`src/owr_pkg.sv`:
```
// Shared codes and types for the obstacle-avoiding wire router.
// No dependencies; used by owr_cell and the top level.
package owr_pkg;

  // Input operation codes
  localparam logic [1:0] OP_CLEAR = 2'd0;
  localparam logic [1:0] OP_ADD   = 2'd1;
  localparam logic [1:0] OP_ROUTE = 2'd2;
  localparam logic [1:0] OP_NONE  = 2'd3;

  // Result kinds
  localparam logic [1:0] KIND_LINE   = 2'd0;
  localparam logic [1:0] KIND_POINT  = 2'd1;
  localparam logic [1:0] KIND_ACK    = 2'd2;
  localparam logic [1:0] KIND_REJECT = 2'd3;

  // Reset value of the clearance register
  localparam logic [7:0] CLEARANCE_RESET = 8'd5;

  // Control part of a search token travelling down the cell chain
  typedef struct packed {
    logic valid;
    logic west;
    logic found;
  } srch_ctl_t;

endpackage

```
`src/owr_cell.sv`:
```
// One cell of the obstacle chain: holds one rectangle and refines the search
// token passing through it. Depends on owr_pkg.
module owr_cell #(
  parameter int COORD_BITS = 14,
  parameter int CNT_W      = 7,
  parameter int INDEX      = 0
) (
  input  logic                         clk,
  input  logic                         rst,
  input  logic                         add_go,
  input  logic [CNT_W-1:0]             count,
  input  logic [COORD_BITS-1:0]        add_x,
  input  logic [COORD_BITS-1:0]        add_y,
  input  logic [COORD_BITS-1:0]        add_w,
  input  logic [COORD_BITS-1:0]        add_h,
  input  owr_pkg::srch_ctl_t           i_ctl,
  input  logic signed [COORD_BITS+2:0] i_y,
  input  logic signed [COORD_BITS+2:0] i_lo,
  input  logic signed [COORD_BITS+2:0] i_hi,
  input  logic [COORD_BITS-1:0]        i_bx,
  input  logic [COORD_BITS-1:0]        i_by,
  input  logic [COORD_BITS-1:0]        i_bw,
  input  logic [COORD_BITS-1:0]        i_bh,
  output owr_pkg::srch_ctl_t           o_ctl,
  output logic signed [COORD_BITS+2:0] o_y,
  output logic signed [COORD_BITS+2:0] o_lo,
  output logic signed [COORD_BITS+2:0] o_hi,
  output logic [COORD_BITS-1:0]        o_bx,
  output logic [COORD_BITS-1:0]        o_by,
  output logic [COORD_BITS-1:0]        o_bw,
  output logic [COORD_BITS-1:0]        o_bh
);
  localparam int CW = COORD_BITS + 3;

  logic [COORD_BITS-1:0] rx, ry, rw, rh;
  logic                  live, blk, better, take;
  logic signed [CW-1:0]  ex, ey, ex_end, ey_end, ebx, eb_end;

  // Store the rectangle when this is the next free slot
  always_ff @(posedge clk) begin
    if (add_go && (count == CNT_W'(INDEX))) begin
      rx <= add_x;
      ry <= add_y;
      rw <= add_w;
      rh <= add_h;
    end
  end

  // Test the entry against the token
  always_comb begin
    live   = count > CNT_W'(INDEX);
    ex     = signed'({3'b000, rx});
    ey     = signed'({3'b000, ry});
    ex_end = ex + signed'({3'b000, rw});
    ey_end = ey + signed'({3'b000, rh});
    ebx    = signed'({3'b000, i_bx});
    eb_end = ebx + signed'({3'b000, i_bw});
    blk    = live && (ex < i_hi) && (ex_end > i_lo) && (ey < i_y) && (ey_end > i_y);
    better = !i_ctl.found || (i_ctl.west ? (ex_end > eb_end) : (ex < ebx));
    take   = i_ctl.valid && blk && better;
  end

  // Advance the token to the next cell
  always_ff @(posedge clk) begin
    if (rst) begin
      o_ctl <= '0;
    end else begin
      o_ctl.valid <= i_ctl.valid;
      o_ctl.west  <= i_ctl.west;
      o_ctl.found <= i_ctl.found || take;
    end
    o_y  <= i_y;
    o_lo <= i_lo;
    o_hi <= i_hi;
    o_bx <= take ? rx : i_bx;
    o_by <= take ? ry : i_by;
    o_bw <= take ? rw : i_bw;
    o_bh <= take ? rh : i_bh;
  end

endmodule

```
`config.mk`:
```
export PLATFORM = sky130hd
export DESIGN_NAME = owr_cell
export DESIGN_NICKNAME = d
export VERILOG_FILES = /design/src/owr_pkg.sv /design/src/owr_cell.sv
export SDC_FILE = /design/constraint.sdc
export NUM_CORES = 1
export LEC_CHECK = 0
export ABC_AREA = 0
export BUFFER_PORTS_ARGS = -buffer_cell sky130_fd_sc_hd__buf_2
export CAP_MARGIN = 20
export CORE_ASPECT_RATIO = 1.25
export CORE_UTILIZATION = 45
export CTS_CLUSTER_DIAMETER = 30
export DETAILED_ROUTE_END_ITERATION = 12
export PLACE_DENSITY = 0.78
export SLEW_MARGIN = 20
export SYNTH_ARGS = -nofsm -noshare
export SYNTH_HDL_FRONTEND = slang
export SYNTH_SLANG_ARGS = --single-unit
export TNS_END_PERCENT = 5
```
`constraint.sdc`:
```
create_clock -name clk -period 6.04 [get_ports clk]
set_input_delay 0.302 -clock clk [delete_from_list [all_inputs] [get_ports clk]]
set_output_delay 0.302 -clock clk [all_outputs]
set_load 0.01 [all_outputs]
```
## Word level (Yosys, flattened, before mapping)

Cells that the tools add are included.

- Flip-flop bits (word level): 166
- Bits of input ports: 176
- Word-level logic and storage cells: 40

- Add/sub/neg operators: 3
- Magnitude comparators: 7
- Multiplexer cells: 5
- Reductions and logical operators: 11

Operators with widths:

| operator | number |
|---|---|
| two-way mux 14 bit | 4 |
| adder 14 x 14 -> 15 bit | 3 |
| greater-than comparator 16 x 17 -> 1 bit | 2 |
| less-than comparator 15 x 17 -> 1 bit | 2 |
| greater-than comparator 15 bit | 1 |
| less-than comparator 14 bit | 1 |
| greater-than comparator 7 x 1 -> 1 bit, second input constant | 1 |
| logical AND 1 bit | 7 |
| zero test 7 bit | 1 |
| logical OR 1 bit | 2 |
| zero test 1 bit | 1 |
| two-way mux 1 bit | 1 |

## Depth between registers and ports, before layout

Gate-level depths: netlist of the first run.

- Depth in word-level cells: 8
- Mapped depth: 19

## Least setup slack after synthesis of the first run

OpenSTA, ideal clock, no wires.

- Path kind: flip-flop to flip-flop
- From: register rx[0]
- To: register o_by[1]
- Setup time: 0.123 ns
- Arrival: 4.200 ns
- Required time: 5.917 ns
- Setup slack: 1.717 ns
- Cell stages (with the launch flop): 19
- Buffers on the path: 2
- Path through: edfxtp_1 > ha_1 > fa_1 > a21o_1 > a21oi_1 > o21a_1 > o31ai_1 > o41a_1 > xor2_1 > ha_1 > nand4_1 > nor4_1 > a2111oi_2 > o2111a_1 > o2111ai_1 > a311oi_2 > buf_4 > buf_6 > mux2_1

- Longest elaborated chain between the ends: 8

RTL lines:

| element | line | source |
|---|---|---|
| start, declared | owr_cell.sv:35 | `logic [COORD_BITS-1:0] rx, ry, rw, rh;` |
| start signal, assigned | owr_cell.sv:42 | `rx <= add_x;` |
| adder 14 x 14 -> 15 bit / less-than comparator 15 x 17 -> 1 bit (equally long branches) | owr_cell.sv:54, owr_cell.sv:58 |  |
| greater-than comparator 16 x 17 -> 1 bit / logical AND 1 bit (equally long branches) | owr_cell.sv:58 | `blk = live && (ex < i_hi) && (ex_end > i_lo) && (ey < i_y) && (ey_end > i_y);` |
| logical AND 1 bit (3 in a row) | owr_cell.sv:58 |  |
| logical AND 1 bit | owr_cell.sv:60 | `take = i_ctl.valid && blk && better;` |
| logical AND 1 bit (*) | owr_cell.sv:60 |  |
| two-way mux 14 bit (*) | owr_cell.sv:76 | `o_by <= take ? ry : i_by;` |
| end signal, assigned | owr_cell.sv:76 |  |
| end, declared | owr_cell.sv:29 | `output logic [COORD_BITS-1:0] o_by,` |

Mark *: on every way between the ends. The rest lies on a longest branch, timed or not.
A chain may end at the register's enable or synchronous reset.

## Worst setup path in the final report of the first run

- From: register rx[0]
- To: register o_by[13]

The elaborated chain is that of the path after synthesis.

==> results.yml, run 1 <==
outcome:
  run_status: "finished, final reports clean"
drt:
  route.antenna.remaining_nets: 0
  drt_iter0_drc: 230
  vias_per_cell: 5.21
  detail_route.wl_per_cell_um: 17.1
  drt-pass1-iter-count: 4
  detailroute.via_count: 6795
  drt_drc_violations_left: 0
  total_routed_wirelength_um: 22300
grt:
  grt_use_total: 0.240
  global_route_wire_length_before_repair_um: 34200
  grt_antenna_before_repair: 1
  grt_pass1_vias: 7171
  grt_max_degree: 33
  grt.overflow.total: 0
floorplanning:
  placeableCoreArea_um2: 18100
  die_height_um: 154
  start_util: 0.460
  core.rowCount: 55
  die-area_um2: 19000
  io_pins: 286
  die_width_um: 124
synth:
  synthMostInstantiatedCell: "sky130_fd_sc_hd__ha_1"
  ys_dominant_reg_cell: "sky130_fd_sc_hd__dfxtp_1"
  yosys_warnings: 0
  synth_edf_count: 56
  synth-seq-area-share: 0.467
  syn-num-nets: 1024
  synth_area_leader_cell: "sky130_fd_sc_hd__dfxtp_1"
  ys_ff_latch: 166
  post_synth_most_frequent_cells: "sky130_fd_sc_hd__ha_1 (126), sky130_fd_sc_hd__dfxtp_1 (110), sky130_fd_sc_hd__inv_1 (68)"
  synth_largest_type_area_fraction: 0.265
  synth.distinct_cells: 54
  mappedNetlistArea_um2: 8320
  post_synth.cell_area_avg_um2: 11.6
  syn_inst: 719
  post_synth_main_area_contributors: "sky130_fd_sc_hd__dfxtp_1 (26%), sky130_fd_sc_hd__edfxtp_1 (20%), sky130_fd_sc_hd__ha_1 (19%), sky130_fd_sc_hd__mux2_1 (7.6%), sky130_fd_sc_hd__inv_1 (3.1%)"
  async_reset_ff_frac: 0
clocking:
  post_cts.resized_instances: 0
  path_clk_slew_ns: 0.06
  tritoncts_clock_tree: "yes"
  cts_root_buf: "sky130_fd_sc_hd__clkbuf_16"
  cts.htree.levels: 4
  max-clock-path-buffers: 2
  clkLatencyLatePin_ns: 0.44
  tritoncts.num_buffers: 17
  clock-sinks: 166
cells_and_area:
  count_of_non_filler_cells_in_the_finished_layout: 1304
  antenna_cells: 0
  areaGrowthSynthToFinish_pct: 32.2
  layout.core_utilization: 0.608
  drive_above_1_share: 0.303
  final_nets: 1368
  fin_area_um2: 11000
sta:
  final_max_slew_viol_count: 0
  max_clock_freq_mhz: 198
  clock_skew_ns: 0.00998
  total_negative_slack_for_setup_checks_ns: 0
  rsz0062_at_grt: "no"
  period_share: 0.837
  relSlewSlack: 0.386
  transition_time_at_the_pin_with_the_least_slew_margin_ns: 0.912
  hold_ws_ns: 0.00434
  setup-violations-final: 0
  finalWorstPathRequiredPeriod_ns: 5.06
  hold_viol_final: 0
  layout_setup_ws_ns: 0.982
worst_setup_path:
  critPathBufInv: 1
  worstPathArrival_ns: 5.37
  worst-setup-path-type: "reg2reg"
  kind_of_end_point_of_the_critical_path: "flip-flop"
  setup.worst_path.start_class: "flip-flop"
  worstReg2RegStart: "rx[0]"
  cpPeakStageDelay_ns: 0.45
  cpMostUsedCell: "sky130_fd_sc_hd__ha_1"
  slowest_cell_on_the_critical_path: "sky130_fd_sc_hd__edfxtp_1"
  worstSetupStartpoint: "rx[0]"
  cpLargestDelayFamily: "compound AO/OA/AOI/OAI gates"
  crit_path_max_fanout: 32
  crit_required_ns: 6.36
  timing.critical_path.cells: "ha_1 -> fa_1 -> a21o_1 -> a21oi_1 -> o21a_1 -> o31ai_1 -> o41a_1 -> xor2_1 -> ha_1 -> nand4_1 -> nor4_1 -> a2111oi_2 -> o2111a_1 -> o2111ai_1 -> a311oi_4 -> buf_4 -> mux2_1"
min_path:
  hold_path_class: "in2reg"
  hold_path_startpoint: "i_lo[13]"
pwr:
  max-vdd-ir-drop_mv: 0.181
  power-per-cell-area_nw_per_um2: 238
  total_leakage_power_nw: 5.24
  design_power_total_mw: 2.62
placement:
  portBuffers: 285
  placed_cells_incl_taps: 1229
  cell_area_after_placement_um2: 10000
  dp_slack_ns: 0.949
  place.gp.congestion: 0.885
  hpwl_um: 17600
run:
  max_cap_violations: 0
[per-layer routing]
metal / part of all wire / track usage
met5: 0 / 0
met2: 0.54 / 0.459
met3: 0.064 / 0.0530
met1: 0.36 / 0.236
met4: 0.035 / 0.117
[cell usage in the layout, fill, tap and decap left out, types with 4 or more instances in the layout]
cell                            Yosys  routed
sky130_fd_sc_hd__buf_2              1     285
sky130_fd_sc_hd__a21o_1            17      17
sky130_fd_sc_hd__o31ai_1            5       5
sky130_fd_sc_hd__a211oi_1           9       9
sky130_fd_sc_hd__ha_1             126     126
sky130_fd_sc_hd__o211ai_1           8       8
sky130_fd_sc_hd__mux2_1            56      56
sky130_fd_sc_hd__clkbuf_16          0      17
sky130_fd_sc_hd__a21oi_1           46      46
sky130_fd_sc_hd__xor2_1            13      13
sky130_fd_sc_hd__dfxtp_1          110     110
sky130_fd_sc_hd__o21ai_1            8       8
sky130_fd_sc_hd__nand4_1           10      10
sky130_fd_sc_hd__inv_1             68      68
sky130_fd_sc_hd__a31oi_1            8       8
sky130_fd_sc_hd__nand3_1           15      15
sky130_fd_sc_hd__nor2b_1            5       5
sky130_fd_sc_hd__edfxtp_1          56      56
sky130_fd_sc_hd__o21bai_1           8       8
sky130_fd_sc_hd__nand2_1           14      14
sky130_fd_sc_hd__inv_6              0       4
sky130_fd_sc_hd__nor2_1            27      27
sky130_fd_sc_hd__o21ai_0           18      18
sky130_fd_sc_hd__xnor2_1           23      23
sky130_fd_sc_hd__or2_2              4       4
sky130_fd_sc_hd__o21a_1             4       4
sky130_fd_sc_hd__nor3_1            11      11
sky130_fd_sc_hd__dlygate4sd3_1      0      43
[logic make-up after synthesis]
group	Yosys count	share of synthesized area
AOI/OAI and AO/OA	152	0.120
xor gates and xnor gates	36	0.0379
adders and majority gates	129	0.197
buffers and inverters	74	0.0376
DFF	166	0.467
muxes	56	0.0758
and+or+nand+nor	106	0.0653
[timing repair]
action / in CTS / in global routing
buffers inserted: 0 / 0
hold buffers: 42 / 1
endpoints found under the hold margin: 42 / 1
setup endpoints to repair: 0 / 0
[area by class of cell]
| cell class | count | area, um2 |
|---|---|---|
| fill | 1509 | 7100 |
| multi-input combinational | 479 | 4140 |
| sequential | 166 | 3880 |
| timing repair buffer | 331 | 1880 |
| clock buffer | 18 | 439 |
| tap | 228 | 285 |
| inverter | 68 | 255 |
| clock inverter | 14 | 124 |
[where the power goes]
group          leakage [nW]  total (mW)  internal, mW  switching, mW
clock                 0.271        1.06         0.581          0.475
sequential             1.43        1.21          1.19         0.0116
combinational          3.54       0.356         0.176          0.180
[worst reg2reg max path, delay by kind of cell (launching register included)]
kind,cells,cell delay (ns)
AO/OA/AOI/OAI,9,2.18
adder cells (fa/ha/maj),3,0.99
flip-flops,1,0.45
buffers and inverters,1,0.45
multiplexers,1,0.41
XOR/XNOR,1,0.23
AND/OR/NAND/NOR,2,0.23
[final timing paths]
path              end  slack (ns)  cells past startpoint
max          o_by[13]        0.98                     17
min          o_lo[13]       0.004                      1
max reg2reg  o_by[13]        0.98                     17
min reg2reg   o_bh[3]        0.50                      1
[sequential cells by signal (all words and copies together) (netlist names)]
name   count
ry        14
o_bh      14
o_ctl      3
rh        14
o_lo      17
rx        14
o_hi      17
rw        14
o_bx      14
o_y       17
o_by      14
o_bw      14
Power figures use the tool's default switching activity.
==> run 2: changes to the inputs <==
clock period = 5.1 ns   (was 6.04 ns; I/O delays follow)
==> run 2 against run 1 <==
First-iteration DRC count grew 40%. Setup slack got worse by 0.76 ns. Highest routed layer unchanged. Sequential cell count unchanged. Register-to-register slack worse by 0.76 ns.
==> results.yml, run 2 (synthesis results as in run 1) <==
sta:
  hold_viol_final: 0
  clock_skew_ns: 0.0117
  period_share: 0.956
  relSlewSlack: 0.383
  max_clock_freq_mhz: 205
  final_max_slew_viol_count: 0
  total_negative_slack_for_setup_checks_ns: 0
  setup-violations-final: 0
  transition_time_at_the_pin_with_the_least_slew_margin_ns: 0.917
  finalWorstPathRequiredPeriod_ns: 4.88
floorplanning:
  die_height_um: 154
  core.rowCount: 55
  die-area_um2: 19000
  placeableCoreArea_um2: 18100
  die_width_um: 124
  start_util: 0.460
  io_pins: 286
cells_and_area:
  mostFrequentLayoutCell: "sky130_fd_sc_hd__buf_2"
  fillers: 1400
  fin_area_um2: 11700
  top_regs: "o_hi: 17 flops, o_lo: 17 flops, o_y: 17 flops"
  mostFrequentLayoutCells: "sky130_fd_sc_hd__buf_2 (285), sky130_fd_sc_hd__ha_1 (126), sky130_fd_sc_hd__dfxtp_1 (110)"
  drive_above_1_share: 0.294
  areaGrowthSynthToFinish_pct: 40.1
  final_nets: 1430
  antenna_cells: 0
  count_of_non_filler_cells_in_the_finished_layout: 1366
worst_setup_path:
  crit_end: "o_bh[6]"
  crit-reg2reg-capture: "o_bh[6]"
  worst_r2r_path_depth: 18
  regToRegSetupSlack_ns: 0.22
  worstSetupStartpoint: "rx[0]"
  kind_of_end_point_of_the_critical_path: "flip-flop"
  crit_path_max_fanout: 20
  setup.worst_path.start_class: "flip-flop"
  worstPathArrival_ns: 5.19
  worst-setup-path-type: "reg2reg"
  crit_required_ns: 5.41
  worstReg2RegStart: "rx[0]"
run:
  max_cap_violations: 0
drt:
  vias_per_cell: 5.25
  route.antenna.remaining_nets: 0
  detail_route.wl_per_cell_um: 17.9
  route.top_layer_used: "met4"
  detailroute.via_count: 7175
  drt-pass1-iter-count: 5
  detailroute.wirelength.met2_um: 13500
  wirelength_met1_um: 8620
  drt_iter0_drc: 322
  detailroute.wirelength.met3_um: 1520
  total_routed_wirelength_um: 24400
  drt_drc_violations_left: 0
placement:
  hpwl_um: 17700
  place.gp.congestion: 0.880
  portBuffers: 285
  cell_area_after_placement_um2: 10000
  placed_cells_incl_taps: 1229
pwr:
  max-vdd-ir-drop_mv: 0.222
  total_leakage_power_nw: 5.51
  power-per-cell-area_nw_per_um2: 266
grt:
  global_route_wire_length_before_repair_um: 36800
  grt_pass1_vias: 7592
  grt_antenna_before_repair: 0
  grt.overflow.total: 0
  grt_max_degree: 41
  grt_use_total: 0.257
clocking:
  max-clock-path-buffers: 2
  tritoncts.num_buffers: 17
  clock-sinks: 166
  cts.htree.levels: 4
  cts_root_buf: "sky130_fd_sc_hd__clkbuf_16"
  tritoncts_clock_tree: "yes"
  path_clk_slew_ns: 0.07
  clkLatencyLatePin_ns: 0.44
min_path:
  hold_path_class: "in2reg"
outcome:
  run_status: "finished, final reports clean"
[run 2: where the power goes]
part | internal [mW] | switching (mW) | total [mW] | leakage (nW)
Clock | 0.644 | 0.563 | 1.21 | 0.268
Sequential | 1.41 | 0.0143 | 1.43 | 1.43
Combinational | 0.238 | 0.225 | 0.463 | 3.81
Total | 2.30 | 0.802 | 3.10 | 5.51
[run 2: critical path: stages, from the launching register on]
cell	delay, ns
sky130_fd_sc_hd__edfxtp_1	0.42
sky130_fd_sc_hd__ha_1	0.26
sky130_fd_sc_hd__fa_1	0.42
sky130_fd_sc_hd__a21o_1	0.23
sky130_fd_sc_hd__a21oi_4	0.20
sky130_fd_sc_hd__o21a_1	0.15
sky130_fd_sc_hd__o31ai_1	0.09
sky130_fd_sc_hd__o41a_1	0.38
sky130_fd_sc_hd__xor2_2	0.18
sky130_fd_sc_hd__ha_1	0.32
sky130_fd_sc_hd__nand4_1	0.13
sky130_fd_sc_hd__nor4_1	0.08
sky130_fd_sc_hd__a2111oi_2	0.37
sky130_fd_sc_hd__o2111a_1	0.27
sky130_fd_sc_hd__o2111ai_2	0.16
sky130_fd_sc_hd__a311oi_4	0.34
sky130_fd_sc_hd__buf_4	0.17
sky130_fd_sc_hd__buf_12	0.19
sky130_fd_sc_hd__mux2_1	0.38
[run 2: worst min path at each step]
stage | from | end | cells after the start
6_report | add_w[5] | rw[5] | 1
5_1_grt | add_x[5] | rx[5] | 1
4_1_cts | add_x[5] | rx[5] | 1
3_5_place_dp | i_y[13] | o_y[13] | 1
3_3_place_gp | i_hi[15] | o_hi[15] | 1
2_1_floorplan | i_hi[0] | o_hi[0] | 0
[run 2: per-stage QoR]
| step | total power, mW | hold WS, ns | setup slack (ns) | util |
|---|---|---|---|---|
| 2_1_floorplan | 1.67 | 0.283 | 0.777 | - |
| 3_3_place_gp | 1.84 | 0.371 | 0.354 | 0.554 |
| 6_report | 3.10 | 0.0100 | 0.224 | 0.644 |
| 5_1_grt | 3.22 | 0.00384 | -0.0183 | 0.644 |
| 4_1_cts | 3.11 | 0.000337 | 0.0889 | 0.639 |
| 3_5_place_dp | 1.85 | 0.373 | 0.128 | 0.554 |
[run 2: area by class of cell]
class	instances	area, um2	share of cell area
clock buffers	20	447	0.0383
flip-flops and latches	166	3880	0.333
inverters	68	255	0.0219
clock inverters	12	91.3	0.00783
multi-input cells	479	4180	0.358
well taps	228	285	0.0245
repair buffers	393	2520	0.216
[run 2: what timing repair did]
item                                    CTS  global route
hold endpoints to repair                101             0
endpoints found under the setup margin    0            56
setup buffers                             0             3
hold buffers                            101             0
gates resized for setup                   0             7
[run 2: routing by layer]
layer / up-vias / GRT usage
met4: 0 / 0.116
li1: 3454 / -
met2: 298 / 0.501
met1: 3369 / 0.248
met5: - / 0
met3: 54 / 0.0538
==> run 3: changes to the inputs <==
PLACE_DENSITY = 0.73   (was 0.78)
==> run 3 against run 2 <==
Non-clock buffer count shrank 8. Final cell count shrank 0.59%. Wire length shrank 2.1%. Sequential cell count is the same. Critical path type unchanged. Global-route usage shrank 0.47 points. Register-to-register slack gained 0.07 ns. Sequential power is essentially flat. Final area shrank 0.42%. Largest power group unchanged. Setup slack gained 0.073 ns. Sequential share of layout area grew 0.14 points.
==> results.yml, run 3 (synthesis results as in run 1) <==
outcome:
  run_status: "finished, final reports clean"
sta:
  max_clock_freq_mhz: 208
  period_share: 0.942
  setup-violations-final: 0
  transition_time_at_the_pin_with_the_least_slew_margin_ns: 0.945
  finalWorstPathRequiredPeriod_ns: 4.80
  relSlewSlack: 0.364
  hold_ws_ns: 0.0140
  final_max_slew_viol_count: 0
  clock_skew_ns: 0.0122
  hold_viol_final: 0
grt:
  grt_antenna_before_repair: 0
  grt.overflow.total: 0
  grt_use_total: 0.252
  grt_max_degree: 57
  grt_pass1_vias: 7392
  global_route_wire_length_before_repair_um: 35900
drt:
  route.antenna.remaining_nets: 0
  drt_iter0_drc: 320
  detail_route.wl_per_cell_um: 17.6
  drt-pass1-iter-count: 4
  total_routed_wirelength_um: 23900
  vias_per_cell: 5.14
  drt_drc_violations_left: 0
  detailroute.via_count: 6986
worst_setup_path:
  crit_path_max_fanout: 14
  worst-setup-path-type: "reg2reg"
  setup.worst_path.start_class: "flip-flop"
  worstPathArrival_ns: 5.11
  kind_of_end_point_of_the_critical_path: "flip-flop"
  crit_required_ns: 5.41
cells_and_area:
  top_regs: "o_hi: 17 flops, o_lo: 17 flops, o_y: 17 flops"
  drive_above_1_share: 0.291
  fin_area_um2: 11600
  mostFrequentLayoutCells: "sky130_fd_sc_hd__buf_2 (285), sky130_fd_sc_hd__ha_1 (126), sky130_fd_sc_hd__dfxtp_1 (110)"
  areaGrowthSynthToFinish_pct: 39.6
  antenna_cells: 0
  mostFrequentLayoutCell: "sky130_fd_sc_hd__buf_2"
  final_nets: 1422
placement:
  cell_area_after_placement_um2: 10000
  hpwl_um: 17400
  place.gp.congestion: 0.828
  portBuffers: 285
pwr:
  power-per-cell-area_nw_per_um2: 269
  total_leakage_power_nw: 5.48
  max-vdd-ir-drop_mv: 0.252
clocking:
  tritoncts_clock_tree: "yes"
  clock-sinks: 166
  cts.htree.levels: 4
  cts_root_buf: "sky130_fd_sc_hd__clkbuf_16"
  tritoncts.num_buffers: 17
  path_clk_slew_ns: 0.07
  max-clock-path-buffers: 2
  clkLatencyLatePin_ns: 0.42
floorplanning:
  placeableCoreArea_um2: 18100
  die_height_um: 154
  die_width_um: 124
  io_pins: 286
  die-area_um2: 19000
  core.rowCount: 55
  start_util: 0.460
run:
  max_cap_violations: 0
min_path:
  hold_path_class: "in2reg"
==> run 3: cell count changes in the layout (fill, tap and decap cells not counted), moves of 2 or more <==
cell,before,now
sky130_fd_sc_hd__dlygate4sd3_1,101,94
sky130_fd_sc_hd__buf_4,5,1
sky130_fd_sc_hd__buf_12,1,3
sky130_fd_sc_hd__clkinv_1,0,2
sky130_fd_sc_hd__clkinv_2,4,2
sky130_fd_sc_hd__clkinvlp_4,1,3
sky130_fd_sc_hd__inv_6,5,3
==> run 3: worst max-delay path: stages (launching register included) <==
cell and delay (ns):
sky130_fd_sc_hd__edfxtp_1 0.42, sky130_fd_sc_hd__ha_1 0.26, sky130_fd_sc_hd__fa_1 0.42, sky130_fd_sc_hd__a21o_1 0.17, sky130_fd_sc_hd__a21oi_1 0.29, sky130_fd_sc_hd__o21a_1 0.19
sky130_fd_sc_hd__o31ai_1 0.11, sky130_fd_sc_hd__o41a_1 0.37, sky130_fd_sc_hd__xor2_1 0.16, sky130_fd_sc_hd__ha_1 0.29, sky130_fd_sc_hd__nand4_1 0.13, sky130_fd_sc_hd__nor4_1 0.35
sky130_fd_sc_hd__o31ai_1 0.14, sky130_fd_sc_hd__o211ai_1 0.10, sky130_fd_sc_hd__o2111ai_1 0.22, sky130_fd_sc_hd__a311oi_4 0.37, sky130_fd_sc_hd__buf_12 0.17, sky130_fd_sc_hd__clkbuf_16 0.19
sky130_fd_sc_hd__mux2_1 0.33
==> run 3: layout make-up <==
class	count	area, um2
Clock inverter	14	125
Fill cell	1457	6490
Tap cell	228	285
Clock buffer	18	429
Sequential cell	166	3880
Timing Repair Buffer	385	2480
Multi-Input combinational cell	479	4150
Inverter	68	255
==> run 3: metrics by stage <==
stage	power [mW]	utilization	worst slack, ns	setup TNS (ns)	std cells
after floorplan	1.67	-	0.777	0	719
after global placement	1.84	0.554	0.369	0	1229
after detailed placement	1.85	0.554	0.247	0	1229
after CTS	3.13	0.633	0.209	0	1348
after global routing	3.25	0.641	-0.00912	-0.0409	1358
final	3.13	0.641	0.297	0	1358
==> run 3: final timing paths <==
path / from / to / slack (ns) / cells past startpoint
min reg2reg: rh[4] / o_bh[4] / 0.50 / 1
max reg2reg: ry[0] / o_bw[11] / 0.30 / 18
max: ry[0] / o_bw[11] / 0.30 / 18
min: add_y[11] / ry[11] / 0.01 / 1
==> run 3: power breakdown <==
part / internal, mW / total [mW] / switching (mW) / leakage, nW
registers: 1.41 / 1.43 / 0.0141 / 1.43
clock network: 0.677 / 1.24 / 0.566 / 0.264
logic: 0.234 / 0.456 / 0.222 / 3.79
==> run 3: timing repair <==
item                                   in CTS  in global routing
endpoints found under the hold margin      87                  7
resized for setup                           0                  2
setup buffers                               0                  1
setup endpoints to repair                   0                 56
hold buffers                               87                  7
==> run 3: layer usage <==
layer,GRT usage,part of all wire,up-vias
met1,0.239,0.35,3212
met4,0.0981,0.035,0
met3,0.0608,0.064,56
met5,0,0,-
met2,0.498,0.55,273
li1,-,-,3445
